**src/sv/bcc_pkg.sv**
```systemverilog
// ---------------------------------------------------------------------------
// bcc_pkg
// shared types and constants of the button click classifier
// ---------------------------------------------------------------------------
`timescale 1ns / 1ps
`default_nettype none

package bcc_pkg;

    localparam int unsigned HOLD_W = 16;
    localparam int unsigned GAP_W  = 8;
    localparam int unsigned CFG_DW = 16;
    localparam int unsigned CFG_AW = 2;

    localparam logic [HOLD_W-1:0] HOLD_SAT = 16'hFFFF;

    // register indexes on the configuration port
    localparam logic [CFG_AW-1:0] CFG_SHORT_MIN  = 2'd0;
    localparam logic [CFG_AW-1:0] CFG_SHORT_MAX  = 2'd1;
    localparam logic [CFG_AW-1:0] CFG_LONG       = 2'd2;
    localparam logic [CFG_AW-1:0] CFG_DOUBLE_GAP = 2'd3;

    localparam logic [HOLD_W-1:0] RST_SHORT_MIN  = 16'd1;
    localparam logic [HOLD_W-1:0] RST_SHORT_MAX  = 16'd40;
    localparam logic [HOLD_W-1:0] RST_LONG       = 16'd120;
    localparam logic [GAP_W-1:0]  RST_DOUBLE_GAP = 8'd50;

    typedef enum logic [1:0] {
        EV_NONE   = 2'd0,
        EV_SINGLE = 2'd1,
        EV_DOUBLE = 2'd2,
        EV_LONG   = 2'd3
    } t_bcc_event;

    typedef struct packed {
        logic [HOLD_W-1:0] short_min_ticks;
        logic [HOLD_W-1:0] short_max_ticks;
        logic [HOLD_W-1:0] long_ticks;
        logic [GAP_W-1:0]  double_gap_ticks;
    } t_bcc_cfg;

    typedef struct packed {
        logic       click_pending;
        t_bcc_event click_event;
    } t_bcc_res;

endpackage

`default_nettype wire

```
**src/sv/button_click_classifier_top.sv**
```systemverilog
// ---------------------------------------------------------------------------
// button_click_classifier_top
// sorts sampled button levels into single, double and long press events
// ---------------------------------------------------------------------------
// usage:
//   s_axis carries one button sample per word (tdata bit 0, 1 = pressed).
//   m_axis returns one word per sample: the click event code and whether a
//   first click is still waiting for a second one.
//   the cfg port writes the short window, long threshold and double gap;
//   write it only while no sample is in flight.
// path: a sample accepted on s_axis is held in the input register and
//   classified into the result register once that register is free or
//   drains, after which its word is valid on m_axis.
// throughput: one sample per cycle while m_axis tready stays high; the
//   hold and gap counters update as each sample is classified.
// reset: counters and flags clear, registers return to 1 / 40 / 120 / 50,
//   both pipeline stages empty.
// stall: when m_axis tready is low the result word holds, the input
//   register keeps one more sample, and s_axis tready then drops.
// ---------------------------------------------------------------------------
`timescale 1ns / 1ps
`default_nettype none

module button_click_classifier_top (
    input  wire                           i_clk,
    input  wire                           i_rst_n,
    input  wire                           i_cfg_we,
    input  wire [bcc_pkg::CFG_AW-1:0]     i_cfg_addr,
    input  wire [bcc_pkg::CFG_DW-1:0]     i_cfg_data,
    input  wire                           i_s_axis_tvalid,
    output logic                          o_s_axis_tready,
    input  wire [7:0]                     i_s_axis_tdata,  // [0] button_down
    output logic                          o_m_axis_tvalid,
    input  wire                           i_m_axis_tready,
    output logic [7:0]                    o_m_axis_tdata   // [1:0] click_event, [2] click_pending
);
    import bcc_pkg::*;

    t_bcc_cfg r_cfg;
    logic     r_in_valid;
    logic     r_in_down;
    logic     r_out_valid;
    t_bcc_res r_out;
    t_bcc_res core_res;
    logic     advance;
    logic     in_fire;

    always_ff @(posedge i_clk) begin
        if (!i_rst_n) begin
            r_cfg.short_min_ticks  <= RST_SHORT_MIN;
            r_cfg.short_max_ticks  <= RST_SHORT_MAX;
            r_cfg.long_ticks       <= RST_LONG;
            r_cfg.double_gap_ticks <= RST_DOUBLE_GAP;
        end else if (i_cfg_we) begin
            case (i_cfg_addr)
                CFG_SHORT_MIN:  r_cfg.short_min_ticks  <= i_cfg_data;
                CFG_SHORT_MAX:  r_cfg.short_max_ticks  <= i_cfg_data;
                CFG_LONG:       r_cfg.long_ticks       <= i_cfg_data;
                CFG_DOUBLE_GAP: r_cfg.double_gap_ticks <= i_cfg_data[GAP_W-1:0];
                default: ;
            endcase
        end
    end

    // the input word moves on whenever the result register is free or drains
    assign advance         = r_in_valid && (!r_out_valid || i_m_axis_tready);
    assign o_s_axis_tready = !r_in_valid || advance;
    assign in_fire         = i_s_axis_tvalid && o_s_axis_tready;

    always_ff @(posedge i_clk) begin
        if (!i_rst_n) begin
            r_in_valid <= 1'b0;
        end else if (o_s_axis_tready) begin
            r_in_valid <= i_s_axis_tvalid;
        end
    end

    always_ff @(posedge i_clk) begin
        if (in_fire) begin
            r_in_down <= i_s_axis_tdata[0];
        end
    end

    bcc_core u_core (
        .i_clk   (i_clk),
        .i_rst_n (i_rst_n),
        .i_en    (advance),
        .i_down  (r_in_down),
        .i_cfg   (r_cfg),
        .o_res   (core_res)
    );

    always_ff @(posedge i_clk) begin
        if (!i_rst_n) begin
            r_out_valid <= 1'b0;
        end else if (advance) begin
            r_out_valid <= 1'b1;
        end else if (i_m_axis_tready) begin
            r_out_valid <= 1'b0;
        end
    end

    always_ff @(posedge i_clk) begin
        if (advance) begin
            r_out <= core_res;
        end
    end

    assign o_m_axis_tvalid = r_out_valid;
    assign o_m_axis_tdata  = {5'd0, r_out.click_pending, r_out.click_event};

endmodule

`default_nettype wire

```
**src/sv/bcc_core.sv**
```systemverilog
// ---------------------------------------------------------------------------
// bcc_core
// hold and gap counters with the per-sample classification logic
// ---------------------------------------------------------------------------
`timescale 1ns / 1ps
`default_nettype none

module bcc_core (
    input  wire              i_clk,
    input  wire              i_rst_n,
    input  wire              i_en,
    input  wire              i_down,
    input  bcc_pkg::t_bcc_cfg i_cfg,
    output bcc_pkg::t_bcc_res o_res
);
    import bcc_pkg::*;

    logic [HOLD_W-1:0] r_hold, n_hold;
    logic              r_long_done, n_long_done;
    logic              r_first_wait, n_first_wait;
    logic [GAP_W-1:0]  r_gap, n_gap;

    logic [HOLD_W-1:0] hold_inc;
    logic              short_ok;
    logic              wait_mid;
    logic [GAP_W-1:0]  gap_mid;
    t_bcc_event        ev;

    assign hold_inc = (r_hold < HOLD_SAT) ? r_hold + 1'b1 : r_hold;
    assign short_ok = !r_long_done && (r_hold >= i_cfg.short_min_ticks)
                      && (r_hold <= i_cfg.short_max_ticks);

    always_comb begin
        n_hold       = r_hold;
        n_long_done  = r_long_done;
        n_first_wait = r_first_wait;
        n_gap        = r_gap;
        wait_mid     = r_first_wait;
        gap_mid      = r_gap;
        ev           = EV_NONE;
        if (i_down) begin
            n_hold = hold_inc;
            if (!r_long_done && hold_inc >= i_cfg.long_ticks) begin
                n_long_done  = 1'b1;
                n_first_wait = 1'b0;
                n_gap        = '0;
                ev           = EV_LONG;
            end
        end else begin
            // released: on the release edge classify the hold that just ended, then run the gap counter
            if (r_hold != '0) begin
                if (short_ok) begin
                    if (r_first_wait) begin
                        ev       = EV_DOUBLE;
                        wait_mid = 1'b0;
                    end else begin
                        wait_mid = 1'b1;
                    end
                    gap_mid = '0;
                end
                n_hold      = '0;
                n_long_done = 1'b0;
            end
            n_first_wait = wait_mid;
            n_gap        = gap_mid;
            if (wait_mid) begin
                if (gap_mid < i_cfg.double_gap_ticks) begin
                    n_gap = gap_mid + 1'b1;
                end else begin
                    ev           = EV_SINGLE;
                    n_first_wait = 1'b0;
                    n_gap        = '0;
                end
            end
        end
    end

    always_ff @(posedge i_clk) begin
        if (!i_rst_n) begin
            r_hold       <= '0;
            r_long_done  <= 1'b0;
            r_first_wait <= 1'b0;
            r_gap        <= '0;
        end else if (i_en) begin
            r_hold       <= n_hold;
            r_long_done  <= n_long_done;
            r_first_wait <= n_first_wait;
            r_gap        <= n_gap;
        end
    end

    assign o_res.click_event   = ev;
    assign o_res.click_pending = n_first_wait;

`ifndef SYNTH
    a_long_latches: assert property (@(posedge i_clk) disable iff (!i_rst_n)
        i_en && ev == EV_LONG |=> r_long_done)
        else $error("long press did not mark the hold as done");
    a_double_clears: assert property (@(posedge i_clk) disable iff (!i_rst_n)
        i_en && (ev == EV_DOUBLE || ev == EV_SINGLE) |-> !n_first_wait)
        else $error("click event left a click pending");
    a_long_needs_hold: assert property (@(posedge i_clk) disable iff (!i_rst_n)
        r_long_done |-> r_hold != '0)
        else $error("long press flag set without a hold");
    a_gap_idle: assert property (@(posedge i_clk) disable iff (!i_rst_n)
        !r_first_wait |-> r_gap == '0)
        else $error("gap counter running with no click pending");
`endif

endmodule

`default_nettype wire

```
**config.mk**
```make
export PLATFORM = sky130hd
export DESIGN_NAME = button_click_classifier_top
export DESIGN_NICKNAME = d
export VERILOG_FILES = /design/src/sv/bcc_pkg.sv /design/src/sv/button_click_classifier_top.sv /design/src/sv/bcc_core.sv
export SDC_FILE = /design/constraint.sdc
export NUM_CORES = 1
export LEC_CHECK = 0
export ABC_CLOCK_PERIOD_IN_PS = 11250
export BUFFER_PORTS_ARGS = -buffer_cell sky130_fd_sc_hd__buf_2
export CORE_ASPECT_RATIO = 2
export CORE_MARGIN = 2
export CORE_UTILIZATION = 55
export CTS_BUF_LIST = sky130_fd_sc_hd__clkbuf_4 sky130_fd_sc_hd__clkbuf_8
export CTS_CLUSTER_SIZE = 10
export DETAILED_ROUTE_END_ITERATION = 8
export PLACE_DENSITY = 0.74
export REMOVE_ABC_BUFFERS = 1
export SYNTH_ARGS = -nofsm -noshare
export SYNTH_HDL_FRONTEND = slang
export SYNTH_SLANG_ARGS = --single-unit
```
**constraint.sdc**
```tcl
create_clock -name i_clk -period 11.25 [get_ports i_clk]
set_input_delay 1.125 -clock i_clk [delete_from_list [all_inputs] [get_ports i_clk]]
set_output_delay 1.125 -clock i_clk [all_outputs]
set_load 0.05 [all_outputs]
```
* After elaboration in Yosys (flattened, before gate mapping)
Cells that the tools add are included.
** Cells by class
- Add/sub/neg operators :: 2
- Multipliers :: 0
- Divide/modulo/power cells :: 0
- Order comparisons :: 5
- Equal/unequal tests :: 4
- Shifts and indexed selects :: 0
- Muxes and demuxes :: 30
- Bitwise gates (word level) :: 0
- Reductions and logical operators :: 21
** Operators by type and width (count)
- $mux 8 :: 7
- $mux 16 :: 3
- $ge 16x16->1 :: 2
- $add 16x1->16 const B :: 1
- $le 16x16->1 :: 1
- $lt 16x16->1 const B :: 1
- $reduce_bool 16->1 :: 1
- $mux 2 :: 7
- $mux 1 :: 13
- $reduce_and 2->1 :: 6
- $add 8x1->8 const B :: 1
- $lt 8x8->1 :: 1
- $logic_and 1x1->1 :: 5
- $eq 2x2->1 const B :: 2
- $reduce_bool 2->1 :: 2
- $logic_not 1->1 :: 3
- $reduce_and 3->1 :: 1
- $eq 2x1->1 const B :: 1
- $logic_not 2->1 :: 1
- $logic_or 1x1->1 :: 2
- $ne 2x1->1 const B :: 1
** Storage, ports and cells
- Bits in registers :: 88
- Latch bits :: 0
- RAM bits :: 0
- Bits in read-only memories :: 0
- Input port bits :: 31
- Output and inout bits :: 10
- Logic and storage cells :: 75
- Memories :: 0

* Depth between registers and ports, before layout
Gate-level depths: netlist of run 1.
- Depth after elaboration :: 10
- Depth in mapped cells :: 17
- Depth with buffers taken out :: 16

* Cells and area by module
From an unflattened synthesis of run 1, not the netlist that was laid out.
** Unflattened totals
- Cell total of the unflattened synthesis :: 637
- Area total of the unflattened synthesis :: 5532.8 um^2
** By module, submodules not included
- bcc_core :: times used 1, cells each 412, area each 3179.3 um^2, seq. area each 520.5 um^2
- button_click_classifier_top :: times used 1, cells each 225, area each 2353.5 um^2, seq. area each 1281.2 um^2

* Worst setup path before layout of run 1
OpenSTA, ideal clock, no wires.
- Kind :: reg-to-reg
- Start point :: register u_core.r_hold[15]
- End point :: register u_core.r_gap[2]
- Setup time :: 70 ps
- Data arrival time :: 3729 ps
- Required time :: 11180 ps
- Slack :: 7451 ps
- Cell stages (with the launch flop) :: 17
- Buffers on the path :: 1
- Clock period less this slack :: 3799 ps
- Cell sequence :: dfxtp_1 > ha_1 > nand4_1 > or3_1 > or4_1 > o2111ai_2 > o211a_4 > buf_8 > and2b_1 > ha_1 > a21oi_1 > o21ai_0 > nand3b_1 > nor2_1 > o21bai_4 > o311ai_0 > o2bb2ai_1
** Between the ends
- Cells in the longest elaborated chain, start to end :: 10
- Elaborated cells between the ends (all ways) :: 23
- Those cells by class :: 2 x add/sub; 5 x order compare; 1 x eq/ne; 10 x mux; 5 x reduce/logical
** Ends and longest elaborated chain
- from (decl) :: line bcc_core.sv:18 : logic [HOLD_W-1:0] r_hold, n_hold;
- from (signal assigned) :: line bcc_core.sv:85 : r_hold <= n_hold;
- $ge 16x16->1 :: line bcc_core.sv:30 : assign short_ok = !r_long_done && (r_hold >= i_cfg.short_min_ticks)
- $logic_and 1x1->1 :: line bcc_core.sv:30
- $logic_and 1x1->1 :: line bcc_core.sv:31 : && (r_hold <= i_cfg.short_max_ticks);
- $mux 8 :: line bcc_core.sv:52 : if (short_ok) begin
- $mux 8 :: line bcc_core.sv:51 : if (r_hold != '0) begin
- $mux 8 :: line bcc_core.sv:41 : if (i_down) begin
- $add 8x1->8 / $lt 8x8->1 (equally long branches) :: line bcc_core.sv:68, bcc_core.sv:67
- $mux 8 :: line bcc_core.sv:67 : if (gap_mid < i_cfg.double_gap_ticks) begin
- $mux 8 :: line bcc_core.sv:66 : if (wait_mid) begin
- $mux 8 :: line bcc_core.sv:41
- to (signal assigned) :: line bcc_core.sv:88 : r_gap <= n_gap;
- to (decl) :: line bcc_core.sv:21 : logic [GAP_W-1:0] r_gap, n_gap;
Parallel ways exist; a longest one is shown, timed or not. The select of a mux whose other input is x is not followed.
A chain may end at the register's enable or synchronous reset.

* Worst setup path in the final report of run 1
- Start point :: register u_core.r_hold[0]
- End point :: register u_core.r_gap[6]
Same word-level chain as after synthesis.

==> results of run 1 <==
==> flip-flops by register name (all words and copies together) (netlist names) <==
name / flops
o_m_axis_tdata: 3
o_m_axis_tvalid: 1
r_cfg: 56
r_in_down: 1
r_in_valid: 1
u_core.r_first_wait: 1
u_core.r_gap: 8
u_core.r_hold: 16
u_core.r_long_done: 1
==> cells in the mapped netlist, types with 5 or more instances <==
master | count | area, sq um
a21o_1 | 6 | 45.0
a21oi_1 | 72 | 360
a22oi_1 | 8 | 60.1
a32o_1 | 5 | 50.1
and2b_1 | 5 | 37.5
and3_1 | 6 | 37.5
buf_4 | 5 | 37.5
clkbuf_1 | 23 | 86.3
dfxtp_1 | 84 | 1680
ha_1 | 59 | 738
inv_1 | 58 | 218
nand2_1 | 131 | 492
nand2b_1 | 5 | 31.3
nand3_1 | 16 | 80.1
nand4_1 | 12 | 75.1
nor2_1 | 30 | 113
nor2b_1 | 9 | 56.3
nor4_1 | 6 | 37.5
o211ai_1 | 15 | 113
o21a_1 | 7 | 52.6
o21ai_0 | 18 | 90.1
xnor2_1 | 9 | 78.8
==> critical path: stages (launching register included) <==
cell       delay, ns
dfxtp_1         0.47
ha_1            0.26
nand2_1         0.15
nor4_2          0.58
nand2_1         0.37
and3b_1         0.39
nand2_1         0.14
xnor2_1         0.08
ha_1            0.29
nand2_1         0.06
or4_1           0.57
o2111ai_1       0.38
nand2_1         0.25
a221o_1         0.39
==> cell type report <==
| class | instances | area [sq um] |
|---|---|---|
| Clock inverter | 4 | 30.0 |
| Fill cell | 859 | 3760 |
| Multi-Input combinational cell | 489 | 3130 |
| Inverter | 59 | 221 |
| Tap cell | 104 | 130 |
| Timing Repair Buffer | 31 | 163 |
| Clock buffer | 12 | 153 |
| Sequential cell | 88 | 1800 |
==> cell families after synthesis <==
| family | share of synthesized area |
|---|---|
| buf+inv | 0.0717 |
| xor+xnor | 0.0215 |
| fa+ha+maj | 0.140 |
| flops | 0.341 |
| simple gates | 0.221 |
| mux | 0.00805 |
| compound gates | 0.197 |
| other cells | 0.000709 |
==> per-stage QoR <==
| stage | power, W | instances | util | hold WS [ns] | worst slack [ns] |
|---|---|---|---|---|---|
| 5_1_grt | 0.000626 | 787 | 0.600 | 0.474 | 6.37 |
| 3_3_place_gp | 0.000399 | 771 | 0.580 | 0.444 | 6.94 |
| 6_report | 0.000601 | 787 | 0.600 | 0.460 | 6.77 |
| 3_5_place_dp | 0.000401 | 771 | 0.580 | 0.447 | 6.84 |
| 2_1_floorplan | 0.000376 | 636 | - | 0.436 | 7.48 |
| 4_1_cts | 0.000605 | 787 | 0.600 | 0.461 | 6.84 |
==> metal layers <==
layer	track usage	vias to the layer above	part of all wire
met1	0.262	2212	0.35
met4	0.188	0	0.074
met3	0.0459	70	0.039
met2	0.521	136	0.54
met5	0	-	0
li1	-	2325	-
==> path summary, 6_finish.rpt <==
path	end	slack, ns
setup / recovery	u_core.r_gap[6]$_SDFFE_PN0P_	6.77
hold / removal	r_cfg[41]$_SDFFE_PN0P_	0.46
setup reg to reg	u_core.r_gap[6]$_SDFFE_PN0P_	6.77
hold reg to reg	r_cfg[41]$_SDFFE_PN0P_	0.46
==> power breakdown <==
part           internal, W  switching, W
sequential        0.000322    0.00000497
clock            0.0000913      0.000116
combinational    0.0000218     0.0000455
total             0.000435      0.000166
==> metrics.yaml, run 1 <==
status: "finished clean"
gp_congestion: 0.963
synthToLayoutAreaGrowth_pct: 6.44
drt_iter0_drc: 321
clkTransAtPathRegs_ns: 0.09
rsz0062_at_grt: "no"
dr.pass1.iters: 5
yosysWarnings: 0
post-dp-hpwl_microns: 10500
report.final.slew_viol_count: 0
ys_seq_elements: 88
row_count: 50
synth_edf_count: 4
fp.dieArea_sq_um: 10500
clock_path_buffers: 2
path_max_fanout: 8
clkLatencyLatePin_ns: 0.37
layout_worst_path_cycle_share: 0.399
antenna_found_initial: 0
worst_slew_pin_slew_ns: 1.22
postPlaceCellArea_sq_um: 5440
clkSinkCount: 88
drive_gt1_frac: 0.0878
power.density_nw_per_um2: 107
timing.rr.start: "u_core.r_hold[0]$_SDFFE_PN0P_"
post_cts_resized: 0
h-tree-depth: 3
cts_tree: "yes"
routed_via_density: 6.03
cts_buffers: 9
irDropWorstVdd_uv: 89.8
drv_cap: 0
async_flop_share: 0
place.port_buffers: 28
synthFlopType: "dfxtp_1"
n_antenna_cell: 0
final_cell_mix: "131 x nand2_1, 84 x dfxtp_1, 72 x a21oi_1, 59 x ha_1, 58 x inv_1"
fmaxAchievable_ghz: 0.223
die_h_microns: 143
reg2reg_depth: 13
fin_nets: 768
endpoint_kind: "flop"
critPathKind: "reg -> reg"
hp-class: "reg -> reg"
routed_wirelength_microns: 13700
worst_ep_required_time_ns: 11.51
initial_core_util: 0.563
grt_max_degree: 61
setup_viol: 0
drc: 0
netlist_area_sq_um: 5290
coreArea_sq_um: 9380
drtAntennaViolNets: 0
layout_commonest_cell: "nand2_1"
start_kind: "flop"
finalSetupTns_ns: 0
wire_per_inst_microns: 17.5
hp-start: "r_cfg[41]$_SDFFE_PN0P_"
cts_hold_buf: 0
final_area_sq_um: 5630
grtUsageTotal: 0.278
p_leak_nw: 2.35
overflow: 0
cp.arrival_ns: 4.75
fin_worst_skew_ns: 0.0113
pin_count: 41
ys_seq_area_frac: 0.341
synth_cells: 665
grt_pass1_wl_microns: 22300
avgSynthCellArea_sq_um: 7.95
route.vias.total: 4743
cts-root-buf: "clkbuf_8"
grt_pass1_vias: 4677
synth_cell_types: 63
crit_start: "u_core.r_hold[0]$_SDFFE_PN0P_"
hold_depth: 2
hold_viol_final: 0
postCtsSetupRepairBufs: 0
period_needed_ns: 4.48
die_x_microns: 73.3
relSlewSlack: 0.180
(Power assumes the default switching activity.)
==> run 2: changes to the inputs <==
--- a/config.mk
+++ b/config.mk
@@ -5,7 +5,7 @@
 export SDC_FILE = /design/constraint.sdc
 export NUM_CORES = 1
 export LEC_CHECK = 0
-export ABC_CLOCK_PERIOD_IN_PS = 11250
+export ABC_CLOCK_PERIOD_IN_PS = 3820
 export BUFFER_PORTS_ARGS = -buffer_cell sky130_fd_sc_hd__buf_2
 export CORE_ASPECT_RATIO = 2
 export CORE_MARGIN = 2
@@ -13,7 +13,7 @@
 export CTS_BUF_LIST = sky130_fd_sc_hd__clkbuf_4 sky130_fd_sc_hd__clkbuf_8
 export CTS_CLUSTER_SIZE = 10
 export DETAILED_ROUTE_END_ITERATION = 8
-export PLACE_DENSITY = 0.74
+export PLACE_DENSITY = 0.77
 export REMOVE_ABC_BUFFERS = 1
 export SYNTH_ARGS = -nofsm -noshare
 export SYNTH_HDL_FRONTEND = slang
==> constraint.sdc (replaced) <==
create_clock -name i_clk -period 3.82 [get_ports i_clk]
set_input_delay 0.382 -clock i_clk [delete_from_list [all_inputs] [get_ports i_clk]]
set_output_delay 0.382 -clock i_clk [all_outputs]
set_load 0.05 [all_outputs]
==> run 2 against run 1 <==
  * Core utilization increased by 8.6 points
  * The flow now finishes with violations (negative setup slack)
  * Cell count increased by 8.6%
  * Clock power increased to 2.9 times the previous value
  * Clock skew decreased by 0.0045 ns
  * Via count increased by 10%
  * Die area unchanged
  * Largest power group unchanged
  * Non-clock buffer count increased by 68
  * Sequential share of layout area decreased by 3.8 points
  * Critical path type unchanged
  * Count of clock-buffer cells in the layout decreased by 2
  * Worst hold slack got worse by 0.28 ns
==> metrics.yaml, run 2 (same netlist as run 1, synthesis figures left out) <==
status: "finished, violations left"
violations: "negative setup slack"
dr.pass1.iters: 6
clkSinkCount: 88
drtAntennaViolNets: 0
endpoint_kind: "flop"
clkPwrFrac: 0.335
finalSetupTns_ns: -0.0262
postPlaceCellArea_sq_um: 5900
crit_start: "r_cfg[55]$_SDFFE_PN0P_"
routed_wirelength_microns: 15800
grtUsageTotal: 0.307
die_h_microns: 143
final_area_sq_um: 6430
path_max_fanout: 7
grt_pass1_wl_microns: 24300
largest_reg_flops: 56
place.port_buffers: 28
worst_ep_required_time_ns: 4.13
clkLatencyLatePin_ns: 0.38
hold_viol_final: 0
report.final.slew_viol_count: 0
initial_core_util: 0.563
post-dp-hpwl_microns: 11700
hp-class: "in -> reg"
die_x_microns: 73.3
cts_tree: "yes"
gp_congestion: 0.962
setup_viol: 2
power.share.combinational: 0.135
rsz0062_at_grt: "yes"
clock_path_buffers: 2
synthToLayoutAreaGrowth_pct: 21.7
start_kind: "flop"
critPathKind: "reg -> reg"
h-tree-depth: 3
irDropWorstVdd_uv: 200
clkTransAtPathRegs_ns: 0.09
pin_count: 41
drc: 0
fmaxAchievable_ghz: 0.261
layout_worst_path_cycle_share: 1.00
worstReg2RegEnd: "u_core.r_gap[2]$_SDFFE_PN0P_"
fin_ws_ns: -0.0153
cp.arrival_ns: 4.14
fp.dieArea_sq_um: 10500
drt_iter0_drc: 314
fin_worst_skew_ns: 0.00677
reg2reg_depth: 17
cts-root-buf: "clkbuf_8"
fin_nets: 836
period_needed_ns: 3.84
power.density_nw_per_um2: 282
top_register: "r_cfg"
final_cell_mix: "126 x nand2_1, 75 x dfxtp_1, 70 x a21oi_1, 67 x buf_4, 54 x inv_1"
grt_pass1_vias: 5218
setup.worst_path.end: "u_core.r_gap[2]$_SDFFE_PN0P_"
wire_per_inst_microns: 18.5
cts_buffers: 9
timing.rr.start: "r_cfg[55]$_SDFFE_PN0P_"
overflow: 0
antenna_found_initial: 0
switchingPower_w: 0.000520
seqPwrFrac: 0.530
n_fill_cell: 776
internal_power_w: 0.00129
grt_max_degree: 60
worst_slew_pin_slew_ns: 1.34
relSlewSlack: 0.107
drv_cap: 0
routed_via_density: 6.10
p_leak_nw: 2.75
n_antenna_cell: 0
drive_gt1_frac: 0.230
route.vias.total: 5217
swShare: 0.287
layout_commonest_cell: "nand2_1"
rrSetupSlack_ns: -0.02
row_count: 50
largest_registers: "r_cfg: 56 flops, u_core.r_hold: 16 flops, u_core.r_gap: 8 flops"
coreArea_sq_um: 9380
run 2: power groups by stage:
| stage | Sequential [W] | Combinational (W) | Clock, W |
|---|---|---|---|
| 2_1_floorplan | 0.000986 | 0.000122 | 0 |
| 3_3_place_gp | 0.000982 | 0.000204 | 0 |
| 3_5_place_dp | 0.000984 | 0.000212 | 0 |
| 4_1_cts | 0.000962 | 0.000218 | 0.000615 |
| 5_1_grt | 0.000965 | 0.000266 | 0.000664 |
| 6_report | 0.000962 | 0.000245 | 0.000608 |
run 2: how the worst min path moves through the flow:
stage / endpoint / slack (ns) / depth (start not counted) / from
after CTS: r_in_down$_DFFE_PP_ / 0.17 / 1 / i_s_axis_tdata[0]
after global routing: r_in_down$_DFFE_PP_ / 0.17 / 1 / i_s_axis_tdata[0]
after floorplan: r_cfg[10]$_SDFFE_PN0P_ / 0.44 / 2 / r_cfg[10]$_SDFFE_PN0P_
after detailed placement: r_cfg[55]$_SDFFE_PN0P_ / 0.45 / 2 / r_cfg[55]$_SDFFE_PN0P_
final: r_in_down$_DFFE_PP_ / 0.18 / 1 / i_s_axis_tdata[0]
after global placement: r_cfg[51]$_SDFFE_PN0P_ / 0.44 / 2 / r_cfg[51]$_SDFFE_PN0P_
run 2: timing repair:
item / 4_1_cts / 5_1_grt
pin swaps: 6 / 23
setup buffers: 2 / 7
hold buffers: 0 / 0
hold endpoints to repair: 0 / 0
setup endpoints to repair: 12 / 12
resized for setup: 11 / 48
run 2: per-stage QoR:
| step | util | total power [W] | instances | hold slack (ns) | worst slack (ns) |
|---|---|---|---|---|---|
| after detailed placement | 0.628 | 0.00120 | 830 | 0.448 | -0.199 |
| after CTS | 0.654 | 0.00180 | 848 | 0.174 | 0.00130 |
| after floorplan | - | 0.00111 | 636 | 0.436 | 0.0461 |
| final | 0.686 | 0.00181 | 855 | 0.180 | -0.0153 |
| after global placement | 0.628 | 0.00119 | 830 | 0.444 | -0.0920 |
| after global routing | 0.686 | 0.00189 | 855 | 0.167 | -0.160 |
run 2: area by class of cell:
class                           instances  area (sq um)  share of cell area
Tap cell                              104           130              0.0202
Inverter                               59           221              0.0344
Clock buffer                           10           138              0.0214
Timing Repair Buffer                   99           701               0.109
Sequential cell                        88          1820               0.282
Multi-Input combinational cell        489          3380               0.526
Clock inverter                          6          43.8             0.00681
run 2: worst max-delay path, cell delays in order, from the launching register on:
cell and delay [ns]:
dfxtp_2 0.35, inv_2 0.05, ha_4 0.26, nand4_1 0.12, or3_4 0.42, or4_4 0.53, o2111ai_4 0.09, o211a_4 0.21
and2b_2 0.24, ha_4 0.26, a21oi_2 0.13, o21ai_2 0.08, nand3b_1 0.21, nor2_2 0.18, o21bai_4 0.12, buf_4 0.15
o311ai_2 0.21, o2bb2ai_1 0.14
run 2: metal layers:
metal | share of wire | global-route usage
met5 | 0 | 0
met3 | 0.042 | 0.0487
met4 | 0.082 | 0.250
met1 | 0.33 | 0.280
met2 | 0.55 | 0.565
==> run 3: changes to the inputs <==
--- a/config.mk
+++ b/config.mk
@@ -17,4 +17,5 @@
 export REMOVE_ABC_BUFFERS = 1
 export SYNTH_ARGS = -nofsm -noshare
 export SYNTH_HDL_FRONTEND = slang
+export SYNTH_HIERARCHICAL = 1
 export SYNTH_SLANG_ARGS = --single-unit
==> run 3 against run 2 <==
  * The flow now finishes without violations
  * Fmax grew 2.8%
  * Sequential power up 0.5%
  * Via count fell by 7.7%
  * Cell area grew 1.4%
  * Combinational power rose by 3%
  * Critical path depth fell by 2
  * Global-route usage is 3.0 points lower
  * Clock skew up 0.0092 ns
  * Highest routed layer unchanged
==> metrics.yaml, run 3 <==
avgSynthCellArea_sq_um: 8.69
synth.top_cell.area_share: 0.304
slowest_delay_ns: 0.58
grtUsageTotal: 0.277
cts_buffers: 9
fin_worst_skew_ns: 0.0160
clkTransAtPathRegs_ns: 0.09
fin_nets: 788
crit_chain: "ha_4, nand2_2, or4_4, buf_4, or3_4, o21ai_1, ha_1, a21o_1, a21oi_1, o21a_1, o221ai_2, buf_6, mux2_2, a22oi_2, nor2b_1"
reg2reg_depth: 15
gp_congestion: 0.918
worst_ep_required_time_ns: 4.08
placed_cells: 815
yosysTopAreaCell: "dfxtp_1"
route.vias.total: 4817
largest_reg_flops: 56
status: "finished clean"
drtAntennaViolNets: 0
ys_seq_elements: 88
synthFlopType: "dfxtp_1"
crit_start: "u_core/r_hold[0]$_SDFFE_PN0P_"
cts_tree: "yes"
netlist_area_sq_um: 5530
coreArea_sq_um: 9760
yosysWarnings: 6
report.final.slew_viol_count: 0
synthToLayoutAreaGrowth_pct: 17.9
hp-class: "in -> reg"
grt_pass1_vias: 4989
n_fill_cell: 822
hp-start: "i_s_axis_tdata[0]"
initial_core_util: 0.567
place.port_buffers: 28
overflow: 0
hold_viol_final: 0
power.density_nw_per_um2: 296
final_cell_mix: "84 x nand2_1, 80 x dfxtp_1, 66 x inv_1, 56 x ha_1, 53 x mux2i_1"
drv_cap: 0
die_h_microns: 146
row_count: 51
final_area_sq_um: 6520
postPlaceCellArea_sq_um: 6010
rrSetupSlack_ns: 0.09
cpLargestDelayFamily: "simple AND/OR/NAND/NOR gates"
clock_path_buffers: 2
post-dp-hpwl_microns: 11100
antenna_found_initial: 0
fmaxAchievable_ghz: 0.268
drt_iter0_drc: 219
synth_common_cells: "88 x nand2_1, 84 x dfxtp_1, 66 x inv_1"
fin_cells: 835
largest_registers: "r_cfg: 56 flops, u_core/r_hold: 16 flops, u_core/r_gap: 8 flops"
synth_cell_types: 67
async_flop_share: 0
endpoint_kind: "flop"
wire_per_inst_microns: 17.7
grt_max_degree: 44
cts_hold_buf: 0
start_kind: "flop"
synthTopCellsByArea: "dfxtp_1 30%, ha_1 13%, mux2i_1 9.6%"
synth_cells: 637
cp_slowest_cell: "or4_4"
clkSinkCount: 88
die_x_microns: 74.9
pin_count: 41
top_register: "r_cfg"
p_leak_nw: 2.96
layout_commonest_cell: "nand2_1"
grt_pass1_wl_microns: 22900
period_needed_ns: 3.73
relSlewSlack: 0.270
h-tree-depth: 3
routed_via_density: 5.77
n_antenna_cell: 0
drive_gt1_frac: 0.209
synth_edf_count: 4
path_max_fanout: 7
fp.dieArea_sq_um: 10900
setup.worst_path.end: "u_core/r_gap[0]$_SDFFE_PN0P_"
worst-path-buf-inv: 2
critPathKind: "reg -> reg"
worst_slew_pin_slew_ns: 1.09
worstReg2RegEnd: "u_core/r_gap[0]$_SDFFE_PN0P_"
synth.most_common_cell: "nand2_1"
cp.depth: 15
ys_seq_area_frac: 0.326
clkLatencyLatePin_ns: 0.37
cp.arrival_ns: 3.99
timing.rr.start: "u_core/r_hold[0]$_SDFFE_PN0P_"
layout_worst_path_cycle_share: 0.977
cts-root-buf: "clkbuf_8"
drc: 0
dr.pass1.iters: 4
setup_viol: 0
routed_wirelength_microns: 14800
irDropWorstVdd_uv: 218
[run 3: area by class of cell]
class / count / area (sq um) / share of cell area
clock buffers: 10 / 131 / 0.0201
well taps: 132 / 165 / 0.0253
inverters: 66 / 248 / 0.0380
repair buffers: 76 / 504 / 0.0773
clock inverters: 6 / 83.8 / 0.0129
flip-flops and latches: 88 / 1810 / 0.277
multi-input cells: 457 / 3580 / 0.549
[run 3: what timing repair did]
action,CTS,global route
setup buffers,0,4
gates resized for setup,12,41
cloned,0,0
setup endpoints to repair,9,12
pin swaps,2,16
[run 3: cell families (layout without fill, tap and decap cells)]
group	count (synthesis)	count (layout)	share of synthesized area
AOI/OAI and AO/OA	104	104	0.128
xor gates and xnor gates	12	12	0.0204
adders and majority gates	59	59	0.133
buffers and inverters	96	158	0.0762
DFF	88	88	0.326
muxes	56	56	0.103
other	1	5	0.000678
and+or+nand+nor	221	221	0.213
[run 3: layer usage]
layer  share of wire  vias up  GRT usage
li1                -     2323          -
met1            0.34     2294      0.245
met2            0.56      129      0.522
met3           0.028       71     0.0457
met4           0.069        0      0.188
met5               0        -          0
[run 3: how the worst min path moves through the flow]
stage                             endpoint  cells after the start  slack, ns
finish                 r_in_down$_DFFE_PP_                      1       0.19
global route           r_in_down$_DFFE_PP_                      1       0.18
CTS                    r_in_down$_DFFE_PP_                      1       0.18
detailed placement  r_cfg[32]$_SDFFE_PN0P_                      2       0.45
global placement    r_cfg[34]$_SDFFE_PN0P_                      2       0.45
floorplan           r_cfg[25]$_SDFFE_PN0P_                      2       0.43
[run 3: through the flow]
stage	hold slack [ns]	setup slack [ns]	total power, W	util	TNS [ns]
after floorplan	0.435	-0.0140	0.00112	-	-0.0140
after global placement	0.445	-0.0927	0.00121	0.616	-0.299
after detailed placement	0.448	-0.161	0.00122	0.616	-0.859
after CTS	0.181	0.00882	0.00192	0.644	0
after global routing	0.182	-0.0291	0.00200	0.668	-0.0608
final	0.189	0.0884	0.00193	0.668	0
[run 3: power breakdown]
group,switching (W),internal (W)
Combinational,0.000154,0.0000992
Clock,0.000337,0.000373
Sequential,0.0000172,0.000950
